--- src/design/epws_pkg.sv ---
// Shared types and constants for the paged EEPROM write sequencer.
package epws_pkg;

    localparam int ADDR_W = 16;
    localparam int LEN_W  = 16;
    localparam int PORT_W = 3;
    localparam int TIME_W = 32;

    localparam int          PAGE_SIZE_DEF = 16;
    localparam logic [31:0] TIMEOUT_RESET = 32'd5;

    typedef enum logic [1:0] {
        PH_IDLE  = 2'd0,
        PH_START = 2'd1,
        PH_WAIT  = 2'd2
    } t_phase;

    typedef enum logic [1:0] {
        ST_BUSY    = 2'd0,
        ST_SUCCESS = 2'd1,
        ST_ERROR   = 2'd2
    } t_status;

    typedef struct packed {
        t_status             status;
        logic                send;
        logic [ADDR_W-1:0]   page_address;
        logic [LEN_W-1:0]    page_length;
        logic [LEN_W-1:0]    buffer_offset;
        logic [PORT_W-1:0]   port_out;
    } t_result;

endpackage

--- src/design/epws_core.sv ---
// Write sequencer state and per-request page split logic.
module epws_core #(
    parameter int PAGE_SIZE = epws_pkg::PAGE_SIZE_DEF
) (
    input  logic                          i_clk,
    input  logic                          i_rst_n,
    input  logic                          i_step,
    input  logic [epws_pkg::ADDR_W-1:0]   i_addr,
    input  logic [epws_pkg::ADDR_W-1:0]   i_quot,
    input  logic [epws_pkg::LEN_W-1:0]    i_len,
    input  logic [epws_pkg::PORT_W-1:0]   i_port,
    input  logic [epws_pkg::TIME_W-1:0]   i_now,
    input  logic [epws_pkg::TIME_W-1:0]   i_timeout,
    output epws_pkg::t_result             o_result
);

    localparam int OFF_W = (PAGE_SIZE > 1) ? $clog2(PAGE_SIZE) : 1;
    localparam int QP_W  = epws_pkg::ADDR_W + 9;
    localparam int SPAN  = 1 << epws_pkg::ADDR_W;
    localparam logic [OFF_W-1:0] WRAP_OFF =
        OFF_W'((PAGE_SIZE - (SPAN % PAGE_SIZE)) % PAGE_SIZE);
    localparam logic [epws_pkg::ADDR_W:0] PAGE_EXT = (epws_pkg::ADDR_W + 1)'(PAGE_SIZE);

    epws_pkg::t_phase            r_phase, n_phase;
    logic [epws_pkg::ADDR_W-1:0] r_next_addr, n_next_addr;
    logic [epws_pkg::LEN_W-1:0]  r_left, n_left;
    logic [epws_pkg::LEN_W-1:0]  r_sent, n_sent;
    logic [OFF_W-1:0]            r_page_off, n_page_off;
    logic [epws_pkg::TIME_W-1:0] r_stamp, n_stamp;

    logic [QP_W-1:0]             w_qp;
    logic [OFF_W-1:0]            w_in_off;
    logic                        w_idle;
    epws_pkg::t_phase            w_eff_phase;
    logic [epws_pkg::ADDR_W-1:0] w_eff_addr;
    logic [epws_pkg::LEN_W-1:0]  w_eff_left;
    logic [epws_pkg::LEN_W-1:0]  w_eff_sent;
    logic [OFF_W-1:0]            w_eff_off;
    logic                        w_fits;
    logic [epws_pkg::LEN_W-1:0]  w_size;
    logic [epws_pkg::ADDR_W:0]   w_addr_sum;
    logic [epws_pkg::TIME_W-1:0] w_elapsed;
    logic                        w_expired;
    logic                        w_have_left;

    // In-page offset of the start address from the registered quotient.
    assign w_qp     = QP_W'(i_quot) * QP_W'(PAGE_SIZE);
    assign w_in_off = OFF_W'(i_addr - epws_pkg::ADDR_W'(w_qp));

    // An idle request latches its write and proceeds as a start request.
    assign w_idle      = (r_phase == epws_pkg::PH_IDLE);
    assign w_eff_phase = w_idle ? epws_pkg::PH_START : r_phase;
    assign w_eff_addr  = w_idle ? i_addr   : r_next_addr;
    assign w_eff_left  = w_idle ? i_len    : r_left;
    assign w_eff_sent  = w_idle ? '0       : r_sent;
    assign w_eff_off   = w_idle ? w_in_off : r_page_off;
    assign w_have_left = (w_eff_left != '0);

    assign w_fits = ((epws_pkg::ADDR_W + 1)'(w_eff_left) + (epws_pkg::ADDR_W + 1)'(w_eff_off))
                    < PAGE_EXT;
    assign w_size = w_fits ? w_eff_left
                           : epws_pkg::LEN_W'(PAGE_EXT - (epws_pkg::ADDR_W + 1)'(w_eff_off));
    assign w_addr_sum = (epws_pkg::ADDR_W + 1)'(w_eff_addr) + (epws_pkg::ADDR_W + 1)'(w_size);

    assign w_elapsed = i_now - r_stamp;
    assign w_expired = (w_elapsed >= i_timeout);

    // Next phase.
    always_comb begin
        case (w_eff_phase)
            epws_pkg::PH_START: begin
                n_phase = w_have_left ? epws_pkg::PH_WAIT : epws_pkg::PH_IDLE;
            end
            epws_pkg::PH_WAIT: begin
                if (!w_expired) begin
                    n_phase = epws_pkg::PH_WAIT;
                end else if (w_have_left) begin
                    n_phase = epws_pkg::PH_START;
                end else begin
                    n_phase = epws_pkg::PH_IDLE;
                end
            end
            default: begin
                n_phase = epws_pkg::PH_IDLE;
            end
        endcase
    end

    // Result and datapath state.
    always_comb begin
        o_result    = '0;
        n_next_addr = w_eff_addr;
        n_left      = w_eff_left;
        n_sent      = w_eff_sent;
        n_page_off  = w_eff_off;
        n_stamp     = r_stamp;
        case (w_eff_phase)
            epws_pkg::PH_START: begin
                if (w_have_left) begin
                    o_result.status        = epws_pkg::ST_BUSY;
                    o_result.send          = 1'b1;
                    o_result.page_address  = w_eff_addr;
                    o_result.page_length   = w_size;
                    o_result.buffer_offset = w_eff_sent;
                    o_result.port_out      = i_port;
                    n_left      = w_eff_left - w_size;
                    n_next_addr = epws_pkg::ADDR_W'(w_addr_sum);
                    n_sent      = w_eff_sent + w_size;
                    // a split chunk ends on a page boundary, unless the address wrapped
                    n_page_off  = w_addr_sum[epws_pkg::ADDR_W] ? WRAP_OFF : '0;
                    n_stamp     = i_now;
                end else begin
                    o_result.status = epws_pkg::ST_ERROR;
                end
            end
            epws_pkg::PH_WAIT: begin
                if (w_expired && !w_have_left) begin
                    o_result.status = epws_pkg::ST_SUCCESS;
                end else begin
                    o_result.status = epws_pkg::ST_BUSY;
                end
            end
            default: begin
                o_result.status = epws_pkg::ST_ERROR;
            end
        endcase
    end

    always_ff @(posedge i_clk) begin
        if (!i_rst_n) begin
            r_phase     <= epws_pkg::PH_IDLE;
            r_next_addr <= '0;
            r_left      <= '0;
            r_sent      <= '0;
            r_page_off  <= '0;
            r_stamp     <= '0;
        end else if (i_step) begin
            r_phase     <= n_phase;
            r_next_addr <= n_next_addr;
            r_left      <= n_left;
            r_sent      <= n_sent;
            r_page_off  <= n_page_off;
            r_stamp     <= n_stamp;
        end
    end

    a_chunk_in_page: assert property (@(posedge i_clk) disable iff (!i_rst_n)
        (i_step && o_result.send) |->
        ((epws_pkg::ADDR_W + 1)'(w_eff_off) + (epws_pkg::ADDR_W + 1)'(w_size) <= PAGE_EXT))
        else $error("chunk crosses a page boundary");

    a_send_then_wait: assert property (@(posedge i_clk) disable iff (!i_rst_n)
        (i_step && o_result.send) |=> (r_phase == epws_pkg::PH_WAIT))
        else $error("no wait phase after a page send");

endmodule

--- src/design/eeprom_paged_write_sequencer.sv ---
// Top level of the paged EEPROM write sequencer: request and result stages.
// A request is registered in the request stage and its result in the result stage.
// Throughput: one request per cycle unless the output stalls; the page split, the
// elapsed-time compare and the state update sit between the request register and
// the result register. Reset (synchronous, active low) empties both stages,
// returns the sequencer to idle and sets the page write timeout to 5.
module eeprom_paged_write_sequencer #(
    parameter int PAGE_SIZE = epws_pkg::PAGE_SIZE_DEF
) (
    input  logic                          i_clk,
    input  logic                          i_rst_n,
    input  logic                          i_cfg_valid,
    output logic                          o_cfg_ready,
    input  logic [epws_pkg::TIME_W-1:0]   i_cfg_data,
    input  logic                          i_in_valid,
    output logic                          o_in_ready,
    input  logic [epws_pkg::ADDR_W-1:0]   i_start_address,
    input  logic [epws_pkg::LEN_W-1:0]    i_write_length,
    input  logic [epws_pkg::PORT_W-1:0]   i_bus_port,
    input  logic [epws_pkg::TIME_W-1:0]   i_now_time,
    output logic                          o_out_valid,
    input  logic                          i_out_ready,
    output logic [1:0]                    o_status,
    output logic                          o_send_page,
    output logic [epws_pkg::ADDR_W-1:0]   o_page_address,
    output logic [epws_pkg::LEN_W-1:0]    o_page_length,
    output logic [epws_pkg::LEN_W-1:0]    o_buffer_offset,
    output logic [epws_pkg::PORT_W-1:0]   o_port_out
);

    // Exact floor division of a 16-bit address by the page size.
    localparam int   LOG_P   = (PAGE_SIZE > 1) ? $clog2(PAGE_SIZE) : 0;
    localparam int   Q_SHIFT = epws_pkg::ADDR_W + LOG_P;
    localparam int   RCP_W   = epws_pkg::ADDR_W + 1;
    localparam int   PROD_W  = epws_pkg::ADDR_W + RCP_W;
    localparam longint RCP_VAL = ((longint'(1) << Q_SHIFT) + PAGE_SIZE - 1) / PAGE_SIZE;
    localparam logic [RCP_W-1:0] RECIP = RCP_W'(RCP_VAL);

    logic [epws_pkg::TIME_W-1:0] r_timeout;

    logic                        r_in_vld;
    logic [epws_pkg::ADDR_W-1:0] r_addr;
    logic [epws_pkg::ADDR_W-1:0] r_quot;
    logic [epws_pkg::LEN_W-1:0]  r_len;
    logic [epws_pkg::PORT_W-1:0] r_port;
    logic [epws_pkg::TIME_W-1:0] r_now;

    logic                        r_out_vld;
    epws_pkg::t_result           r_res;

    logic                        w_adv;
    logic                        w_in_take;
    logic [PROD_W-1:0]           w_prod;
    epws_pkg::t_result           w_res;

    assign o_cfg_ready = 1'b1;

    assign w_adv      = r_in_vld && (!r_out_vld || i_out_ready);
    assign o_in_ready = !r_in_vld || w_adv;
    assign w_in_take  = i_in_valid && o_in_ready;

    assign w_prod = PROD_W'(i_start_address) * PROD_W'(RECIP);

    always_ff @(posedge i_clk) begin
        if (!i_rst_n) begin
            r_timeout <= epws_pkg::TIMEOUT_RESET;
        end else if (i_cfg_valid) begin
            r_timeout <= i_cfg_data;
        end
    end

    always_ff @(posedge i_clk) begin
        if (!i_rst_n) begin
            r_in_vld <= 1'b0;
        end else if (w_in_take) begin
            r_in_vld <= 1'b1;
        end else if (w_adv) begin
            r_in_vld <= 1'b0;
        end
    end

    always_ff @(posedge i_clk) begin
        if (w_in_take) begin
            r_addr <= i_start_address;
            r_quot <= epws_pkg::ADDR_W'(w_prod >> Q_SHIFT);
            r_len  <= i_write_length;
            r_port <= i_bus_port;
            r_now  <= i_now_time;
        end
    end

    epws_core #(
        .PAGE_SIZE (PAGE_SIZE)
    ) u_core (
        .i_clk     (i_clk),
        .i_rst_n   (i_rst_n),
        .i_step    (w_adv),
        .i_addr    (r_addr),
        .i_quot    (r_quot),
        .i_len     (r_len),
        .i_port    (r_port),
        .i_now     (r_now),
        .i_timeout (r_timeout),
        .o_result  (w_res)
    );

    always_ff @(posedge i_clk) begin
        if (!i_rst_n) begin
            r_out_vld <= 1'b0;
        end else if (w_adv) begin
            r_out_vld <= 1'b1;
        end else if (i_out_ready) begin
            r_out_vld <= 1'b0;
        end
    end

    always_ff @(posedge i_clk) begin
        if (w_adv) begin
            r_res <= w_res;
        end
    end

    assign o_out_valid     = r_out_vld;
    assign o_status        = r_res.status;
    assign o_send_page     = r_res.send;
    assign o_page_address  = r_res.page_address;
    assign o_page_length   = r_res.page_length;
    assign o_buffer_offset = r_res.buffer_offset;
    assign o_port_out      = r_res.port_out;

    a_idle_fields_zero: assert property (@(posedge i_clk) disable iff (!i_rst_n)
        (r_out_vld && !o_send_page) |->
        (o_page_address == '0 && o_page_length == '0 && o_buffer_offset == '0 &&
         o_port_out == '0))
        else $error("chunk fields set without a page send");

    a_send_is_busy: assert property (@(posedge i_clk) disable iff (!i_rst_n)
        (r_out_vld && o_send_page) |->
        (o_status == epws_pkg::ST_BUSY && o_page_length != '0))
        else $error("page send with bad status or empty chunk");

    a_stall_cause: assert property (@(posedge i_clk) disable iff (!i_rst_n)
        !o_in_ready |-> (r_in_vld && r_out_vld && !i_out_ready))
        else $error("request stalled with room downstream");

endmodule

--- config.mk ---
export PLATFORM = sky130hd
export DESIGN_NAME = eeprom_paged_write_sequencer
export DESIGN_NICKNAME = d
export VERILOG_FILES = /design/src/design/epws_pkg.sv /design/src/design/epws_core.sv /design/src/design/eeprom_paged_write_sequencer.sv
export SDC_FILE = /design/constraint.sdc
export NUM_CORES = 1
export LEC_CHECK = 0
export BUFFER_PORTS_ARGS = -buffer_cell sky130_fd_sc_hd__buf_2
export CAP_MARGIN = 25
export CORE_ASPECT_RATIO = 1.25
export CORE_MARGIN = 4
export CORE_UTILIZATION = 57
export CTS_CLUSTER_SIZE = 25
export DETAILED_ROUTE_END_ITERATION = 16
export PLACE_DENSITY = 0.87
export SYNTH_ARGS = -nofsm -noshare
export SYNTH_HDL_FRONTEND = slang
export SYNTH_SLANG_ARGS = --single-unit
--- constraint.sdc ---
create_clock -name i_clk -period 6.1 [get_ports i_clk]
set_input_delay 0.305 -clock i_clk [delete_from_list [all_inputs] [get_ports i_clk]]
set_output_delay 0.305 -clock i_clk [all_outputs]
set_load 0.1 [all_outputs]
==> flow_summary.ini, run 1 <==
[die]
fp.dieArea_sq_um = 26400
ios = 161
row_count = 62
fp.coreArea_sq_um = 23200
die-height_microns = 181
fp.dieW_microns = 146
start_util_pct = 58.6

[critical_path]
startpoint_type = flop
cp_num_buf_inv = 2
cp_slowest_stage_delay_ps = 680
ff2ff_setup_slack_ps = 630
cp.required_ps = 6530
end_kind = flop
cp_data_arrival_time_ps = 5900
slowest_stage = nor2_4
cp_cell_sequence = nor2_4 -> buf_4 -> or4_1 -> o32a_1 -> a21oi_1 -> o221ai_2 -> mux2i_1 -> inv_1 -> ha_1 -> a211oi_1 -> o21a_1 -> o21a_1 -> o41ai_2 -> a2111oi_0 -> o41ai_1 -> a211oi_1 -> a41o_1
cp_max_fo = 28
crit_type = flop to flop
crit_family = compound AO/OA/AOI/OAI gates

[synth]
synthTopCellsByCount = 149 x nand2_1, 135 x nor2_1, 121 x edfxtp_1
synthCells = 1438
synth-warning-count = 0
synth_area_leaders = edfxtp_1 27%, dfxtp_1 18%, ha_1 9.0%, mux2i_1 4.7%, a21oi_1 4.2%
synth_edf_count = 121
synth_most_common_cell = nand2_1
ys.flop_type = edfxtp_1
synth.cell_area_sq_um = 13600
yosys.area.top_type = edfxtp_1
syn_area_per_cell_sq_um = 9.45
yosysSeqAreaShare_pct = 44.4
synth_seq_cells = 241
yosysUniqueCellTypes = 85
async_flop_share_pct = 0
synth_top_area_share_pct = 26.7

[placement]
place_congestion = 0.869
dp_hpwl_microns = 21700
portBuffers = 159

[route]
wire_per_inst_microns = 16.8
drc = 0
vias_per_cell = 5.74
antenna_left = 0
firstDrtPassIters = 6
num_vias = 11445
wl_microns = 33400
dr.first_iter.drc_count = 868

[global_route]
antenna_found_initial = 1
grt_first_pass_wirelength_microns = 54400
grt_usage_pct = 24.4
grt_pass1_vias = 11559
grt_max_degree = 100
gr-total-overflow = 0

[pwr]
p_clk_share_pct = 34.0
p_comb_share_pct = 28.0
switchingPower_mw = 1.60
fin_total_pwr_mw = 4.99
switching_share_pct = 32.1
p_leak_nw = 7.06
p_int_mw = 3.39
ir_worst_vdd_mv = 0.253
p_seq_share_pct = 38.0
power_density_nw_per_um2 = 305

[timing]
skew_ps = 14.5
finalSetupTns_ps = 0
layout_min_cycle_time_ps = 5470
tightestPinTransition_ps = 1050
slew_headroom_pct = 30.1
hold_viol_final = 0
max_freq_mhz = 183
rsz0062_at_grt = false
setup_viol = 0
period_share_pct = 89.7
final_max_slew_viol_count = 0

[clock_tree]
cts_tree = done
cts.hold.buffers_added = 78
cts_buffers = 26
clk_pin_slew_ps = 60
clkSinkCount = 241
clk_path_buf_depth = 3
cts_max_level = 1
ctsResizeCount = 0
cts_root_buffer = clkbuf_16
clkLatencyLatePin_ps = 540
cts_setup_buffers = 0

[final_layout]
reg_top3 = r_now: 32 flops, r_timeout: 32 flops, u_core.r_stamp: 32 flops
nets = 1891
drive_above_1_share_pct = 14.3
area.growth.synth_to_final_pct = 20.7

[status]
status = finished, final reports clean

[min_path]
hold_path.class = primary input to flop

[flow_run]
maxCapViolations = 0
==> per-layer routing <==
| layer | GRT usage [%] | up-vias | share of wire, % |
|---|---|---|---|
| li1 | - | 5604 | - |
| met1 | 28.4 | 5352 | 40 |
| met2 | 45.6 | 407 | 51 |
| met3 | 3.62 | 82 | 5.7 |
| met4 | 8.58 | 0 | 3.2 |
| met5 | 0 | - | 0 |
==> path summary, 6_finish.rpt <==
path | from | end | depth (start not counted)
worst max-delay path | u_core.r_phase[1] | u_core.r_sent[15] | 17
worst min-delay path | i_cfg_data[2] | r_timeout[2] | 3
worst max register to register | u_core.r_phase[1] | u_core.r_sent[15] | 17
worst min register to register | u_core.r_stamp[12] | u_core.r_stamp[12] | 2
==> through the flow <==
step | hold slack, ps | std cells | area, sq um | setup slack [ps] | util (%)
2_1_floorplan | 404 | 1468 | 13700 | 1710 | -
3_3_place_gp | 440 | 1865 | 14600 | 812 | 63.1
3_5_place_dp | 449 | 1865 | 14600 | 652 | 63.1
4_1_cts | 0.406 | 1991 | 16400 | 629 | 70.5
5_1_grt | 19.7 | 1994 | 16400 | 212 | 70.7
6_report | 13.4 | 1994 | 16400 | 629 | 70.7
==> logic make-up after synthesis <==
| group | after synthesis | synth area share [%] |
|---|---|---|
| and+or+nand+nor | 469 | 16.3 |
| AOI/OAI and AO/OA | 340 | 16.3 |
| DFF | 241 | 44.4 |
| buffers and inverters | 168 | 5.18 |
| adders and majority gates | 102 | 9.61 |
| muxes | 68 | 5.05 |
| xor gates and xnor gates | 48 | 3.09 |
| other | 2 | 0.0553 |
==> worst min-delay path: stages <==
cell      delay [ps]
buf_2             90
nand2_1           50
o211ai_1          60
==> layout make-up <==
class / count / area, sq um
inverter: 110 / 414
clock buffer: 34 / 763
fill: 1648 / 6800
sequential: 241 / 6040
timing repair buffer: 247 / 1670
tap: 288 / 360
antenna: 1 / 2.50
clock inverter: 14 / 181
multi-input combinational: 1059 / 6970
==> power by group through the flow <==
stage | clock network, mW | registers, mW | logic, mW
3_3_place_gp | 0 | 1.93 | 1.29
3_5_place_dp | 0 | 1.93 | 1.33
4_1_cts | 1.73 | 1.90 | 1.38
6_report | 1.70 | 1.90 | 1.40
5_1_grt | 1.79 | 1.91 | 1.54
2_1_floorplan | 0 | 2.07 | 0.915
==> cells in the final DEF (no fill, tap or decap), types with 22 or more instances in the layout <==
cell type	instances
o21ai_0	51
dlygate4sd3_1	78
ha_1	98
inv_1	106
clkbuf_16	28
buf_2	159
nand2_1	149
mux2i_1	64
a21oi_1	113
nor2_1	134
xnor2_1	27
nand3_1	30
edfxtp_1	121
conb_1	32
and2_1	22
nor3_1	31
and3_1	24
dfxtp_1	120
a21o_1	36
Note: power is estimated with default switching activity, not from simulation.
==> run 2, diff against run 1 <==
--- a/config.mk
+++ b/config.mk
@@ -13,6 +13,8 @@
 export CTS_CLUSTER_SIZE = 25
 export DETAILED_ROUTE_END_ITERATION = 16
 export PLACE_DENSITY = 0.87
+export RECOVER_POWER = 25
+export REMOVE_ABC_BUFFERS = 1
 export SYNTH_ARGS = -nofsm -noshare
 export SYNTH_HDL_FRONTEND = slang
 export SYNTH_SLANG_ARGS = --single-unit
==> flow_summary.ini, run 2 (synthesis gave the netlist of run 1 again) <==
[status]
status = complete, but fails checks
violations = max-capacitance violations, max-slew violations

[placement]
dp_hpwl_microns = 22300
placed_cells_incl_taps = 1868
portBuffers = 159
place_congestion = 0.945
post-place-ws_ps = 672

[global_route]
antenna_found_initial = 0
grt_usage_pct = 24.8
grt_max_degree = 78
grt_first_pass_wirelength_microns = 54700
grt_pass1_vias = 11436
gr-total-overflow = 0

[route]
dr.first_iter.drc_count = 637
wl_microns = 34000
antenna_left = 0
firstDrtPassIters = 5
wire_per_inst_microns = 17.2
num_vias = 11382
vias_per_cell = 5.75
drc = 0

[critical_path]
cp_data_arrival_time_ps = 5890
cp_slowest_stage_delay_ps = 660
startpoint_type = flop
cp_num_buf_inv = 1
cp.required_ps = 6500
cp_max_fo = 28
end_kind = flop
cp_cell_sequence = nor2_4 -> mux2i_1 -> nor4b_1 -> o221ai_2 -> mux2i_1 -> inv_1 -> ha_1 -> a211oi_1 -> o21ai_0 -> a221oi_1 -> a211oi_1 -> or3_1 -> a311oi_1 -> nor3_1
slowest_stage = nor2_4
crit_family = compound AO/OA/AOI/OAI gates
crit_type = flop to flop

[clock_tree]
cts_buffers = 25
cts_max_level = 1
clkLatencyLatePin_ps = 520
cts_setup_buffers = 0
clkSinkCount = 241
cts_root_buffer = clkbuf_16
cts.hold.buffers_added = 67
clk_path_buf_depth = 3
cts_tree = done
ctsResizeCount = 0
clk_pin_slew_ps = 60

[final_layout]
nets = 1880
drive_above_1_share_pct = 12.8
mostFrequentLayoutCell = nand2_1
final_cells = 1980
area.growth.synth_to_final_pct = 18.4
final_cell_mix = 149 x nand2_1, 146 x buf_2, 134 x nor2_1, 121 x edfxtp_1, 120 x dfxtp_1
antenna_cells = 0
fillerInstances = 1693
finalCoreUtilization_pct = 69.4
reg_top3 = r_now: 32 flops, r_timeout: 32 flops, u_core.r_stamp: 32 flops

[pwr]
p_leak_nw = 6.90
fin_total_pwr_mw = 4.76
ir_worst_vdd_mv = 0.291
power_density_nw_per_um2 = 296

[timing]
layout_min_cycle_time_ps = 5500
max_freq_mhz = 182
finalSetupTns_ps = 0
rsz0062_at_grt = false
skew_ps = 14.0
tightestPinTransition_ps = 2330
slew_headroom_pct = -55.6
final_max_slew_viol_count = 62
setup_viol = 0
hold_viol_final = 0
setup_slack_ps = 604
period_share_pct = 90.1

[die]
fp.dieW_microns = 146
fp.dieArea_sq_um = 26400
die-height_microns = 181
ios = 161
fp.coreArea_sq_um = 23200
row_count = 62
start_util_pct = 58.6

[min_path]
hold_path.class = primary input to flop

[flow_run]
maxCapViolations = 2
==> run 2: cell count changes in the layout (fill, tap and decap cells not counted), sizes merged <==
cell	change
dlygate4sd3	-11
buf	-13
clkinv	+4
clkbuf	+15
bufinv	-3
clkinvlp	-4
inv	-1
diode	-1
==> run 2: final cells by class <==
cell class                 instances  area [sq um]  share of cell area (%)
clock inverter                    10          66.3                   0.412
tap                              288           360                    2.24
clock buffer                      35           694                    4.32
timing repair buffer             237          1550                    9.64
multi-input combinational       1059          6970                    43.3
inverter                         110           414                    2.57
sequential                       241          6040                    37.5
==> run 2: tightest hold or removal path, stage by stage <==
cell     delay (ps)
buf_2            70
mux2i_1          60
nor2_1           70
==> run 2: worst paths after layout <==
path                      start                      to  slack, ps  cells after the start
min              i_cfg_data[29]           r_timeout[29]         20                      3
max reg2reg   u_core.r_phase[0]  u_core.r_next_addr[13]        600                     14
min reg2reg  u_core.r_stamp[21]      u_core.r_stamp[21]        450                      2
max           u_core.r_phase[0]  u_core.r_next_addr[13]        600                     14
==> run 2: per-stage QoR <==
stage | cell area, sq um | hold slack [ps]
6_report | 16100 | 20.7
4_1_cts | 16100 | 8.36
2_1_floorplan | 13400 | 367
5_1_grt | 16100 | 14.7
3_3_place_gp | 14600 | 441
3_5_place_dp | 14700 | 447
==> run 2: report_power, final <==
group,switching (mW),internal (mW)
combinational,0.898,0.517
clock,0.617,0.831
sequential,0.0695,1.83
==> run 2: routing by layer <==
layer	GRT usage, %	wire (microns)	part of all wire, %	up-vias
met5	0	0	0	-
met4	6.97	764	2.2	0
met3	3.60	2130	6.3	71
met2	47.9	17900	53	354
met1	28.0	13100	39	5390
li1	-	-	-	5567
==> run 3, diff against run 2 <==
--- a/config.mk
+++ b/config.mk
@@ -10,6 +10,7 @@
 export CORE_ASPECT_RATIO = 1.25
 export CORE_MARGIN = 4
 export CORE_UTILIZATION = 57
+export CTS_BUF_LIST = sky130_fd_sc_hd__clkbuf_2
 export CTS_CLUSTER_SIZE = 25
 export DETAILED_ROUTE_END_ITERATION = 16
 export PLACE_DENSITY = 0.87
==> flow_summary.ini, run 3 (synthesis gave the netlist of run 1 again) <==
[route]
vias_per_cell = 5.72
drc = 0
num_vias = 11918
wl_met2_microns = 19000
wl_met3_microns = 2210
wl_met1_microns = 13600
wire_per_inst_microns = 17.2
antenna_left = 0
firstDrtPassIters = 5
wl_microns = 35900
top_layer = met4
dr.first_iter.drc_count = 679

[timing]
slew_headroom_pct = -9.24
skew_ps = 67.7
rsz0062_at_grt = false
setup_viol = 0
finalSetupTns_ps = 0
layout_min_cycle_time_ps = 5500
period_share_pct = 90.2
max_freq_mhz = 182
hold_viol_final = 0
final_max_slew_viol_count = 28
tightestPinTransition_ps = 1640

[final_layout]
nets = 1951
fillerInstances = 1699
final_cell_mix = 149 x nand2_1, 143 x buf_2, 134 x nor2_1, 121 x edfxtp_1, 120 x dfxtp_1
area.growth.synth_to_final_pct = 19.5
drive_above_1_share_pct = 15.5
final_cells = 2085
reg_top3 = r_now: 32 flops, r_timeout: 32 flops, u_core.r_stamp: 32 flops
mostFrequentLayoutCell = nand2_1

[clock_tree]
cts.hold.buffers_added = 105
clkLatencyLatePin_ps = 860
cts_setup_buffers = 0
cts_buffers = 58
clk_pin_slew_ps = 110
cts_tree = done
cts_root_buffer = clkbuf_2
clkSinkCount = 241
clk_path_buf_depth = 3
ctsResizeCount = 0
cts_max_level = 2

[pwr]
power_density_nw_per_um2 = 271
p_leak_nw = 7.08
p_seq_share_pct = 43.0
p_comb_share_pct = 32.8
p_clk_share_pct = 24.2
ir_worst_vdd_mv = 0.238
switching_share_pct = 37.6
switchingPower_mw = 1.66
p_int_mw = 2.75

[die]
fp.dieArea_sq_um = 26400
fp.dieW_microns = 146
die-height_microns = 181
fp.coreArea_sq_um = 23200
row_count = 62
start_util_pct = 58.6
ios = 161

[critical_path]
crit_type = flop to flop
cp.required_ps = 6820
cp_data_arrival_time_ps = 6220
startpoint_type = flop
slowest_stage = nor2_4
end_kind = flop
cp_slowest_stage_delay_ps = 660
critPathLaunch = u_core.r_phase[0]
cp_cell_sequence = nor2_4 -> mux2i_1 -> nor4b_1 -> o221ai_2 -> mux2i_1 -> inv_1 -> ha_1 -> a211oi_1 -> o21ai_0 -> a221oi_1 -> a211oi_1 -> or3_1 -> a311oi_1 -> nor3_1
r2r_start = u_core.r_phase[0]
cp_max_fo = 28

[min_path]
hp-start = i_now_time[12]
hold_path.class = primary input to flop

[placement]
placed_cells_incl_taps = 1868
portBuffers = 159
dp_hpwl_microns = 22300
place_congestion = 0.945

[global_route]
antenna_found_initial = 3
grt_first_pass_wirelength_microns = 58000
grt_pass1_vias = 12213
gr-total-overflow = 0
grt_max_degree = 78
grt_usage_pct = 26.5

[flow_run]
maxCapViolations = 1

[status]
violations = max-capacitance violations, max-slew violations
status = complete, but fails checks
[run 3: changes by cell type in the layout (fill, tap and decap cells not counted)]
| cell | before | now |
|---|---|---|
| clkinvlp_4 | 0 | 1 |
| clkinv_1 | 7 | 16 |
| clkbuf_8 | 1 | 0 |
| dlygate4sd3_1 | 67 | 105 |
| diode_2 | 0 | 3 |
| clkinv_2 | 3 | 4 |
| clkbuf_2 | 1 | 91 |
| bufinv_16 | 1 | 0 |
| clkbuf_16 | 26 | 0 |
| clkbuf_1 | 21 | 15 |
| buf_2 | 146 | 143 |
[run 3: cell type report]
class | instances | area [sq um] | area share (%)
flip-flops and latches | 241 | 6040 | 37.2
clock inverters | 20 | 82.6 | 0.508
diodes | 3 | 7.51 | 0.0462
repair buffers | 275 | 1930 | 11.9
clock buffers | 89 | 445 | 2.74
well taps | 288 | 360 | 2.22
multi-input cells | 1059 | 6970 | 42.9
inverters | 110 | 414 | 2.55
[run 3: stage by stage]
step                area, sq um  setup WS [ps]  util (%)  hold WS, ps  power [mW]
global placement          14600            746      63.2          441        3.24
finish                    16200            600      70.0          161        4.40
floorplan                 13400           1040         -          367        2.95
detailed placement        14700            672      63.3          447        3.28
global route              16200           77.0      70.0         62.3        4.67
CTS                       16300            648      70.1         47.8        4.39
[run 3: path summary, 6_finish.rpt]
path,to,slack (ps),cells past startpoint
max,u_core.r_next_addr[13],600,14
max reg2reg,u_core.r_next_addr[13],600,14
min reg2reg,u_core.r_stamp[5],460,2
min,r_now[12],160,2
[run 3: layer usage]
metal / vias up / global-route usage [%]
met3: 97 / 5.08
met1: 5648 / 28.6
li1: 5752 / -
met5: - / 0
met2: 421 / 50.4
met4: 0 / 11.0
[run 3: power groups by stage]
stage / clock network [mW] / logic, mW / registers (mW)
6_report: 1.06 / 1.45 / 1.89
5_1_grt: 1.18 / 1.59 / 1.90
4_1_cts: 1.09 / 1.42 / 1.89
3_5_place_dp: 0 / 1.35 / 1.93
3_3_place_gp: 0 / 1.32 / 1.92
2_1_floorplan: 0 / 0.871 / 2.07
[run 3: critical path: cells and delay by family, from the launching register on]
| family | cells | cell delay, ps |
|---|---|---|
| AO/OA/AOI/OAI | 6 | 2020 |
| buffers and inverters | 1 | 220 |
| AND/OR/NAND/NOR | 4 | 1220 |
| multiplexers | 2 | 1080 |
| adder cells (fa/ha/maj) | 1 | 360 |
| flip-flops | 1 | 470 |
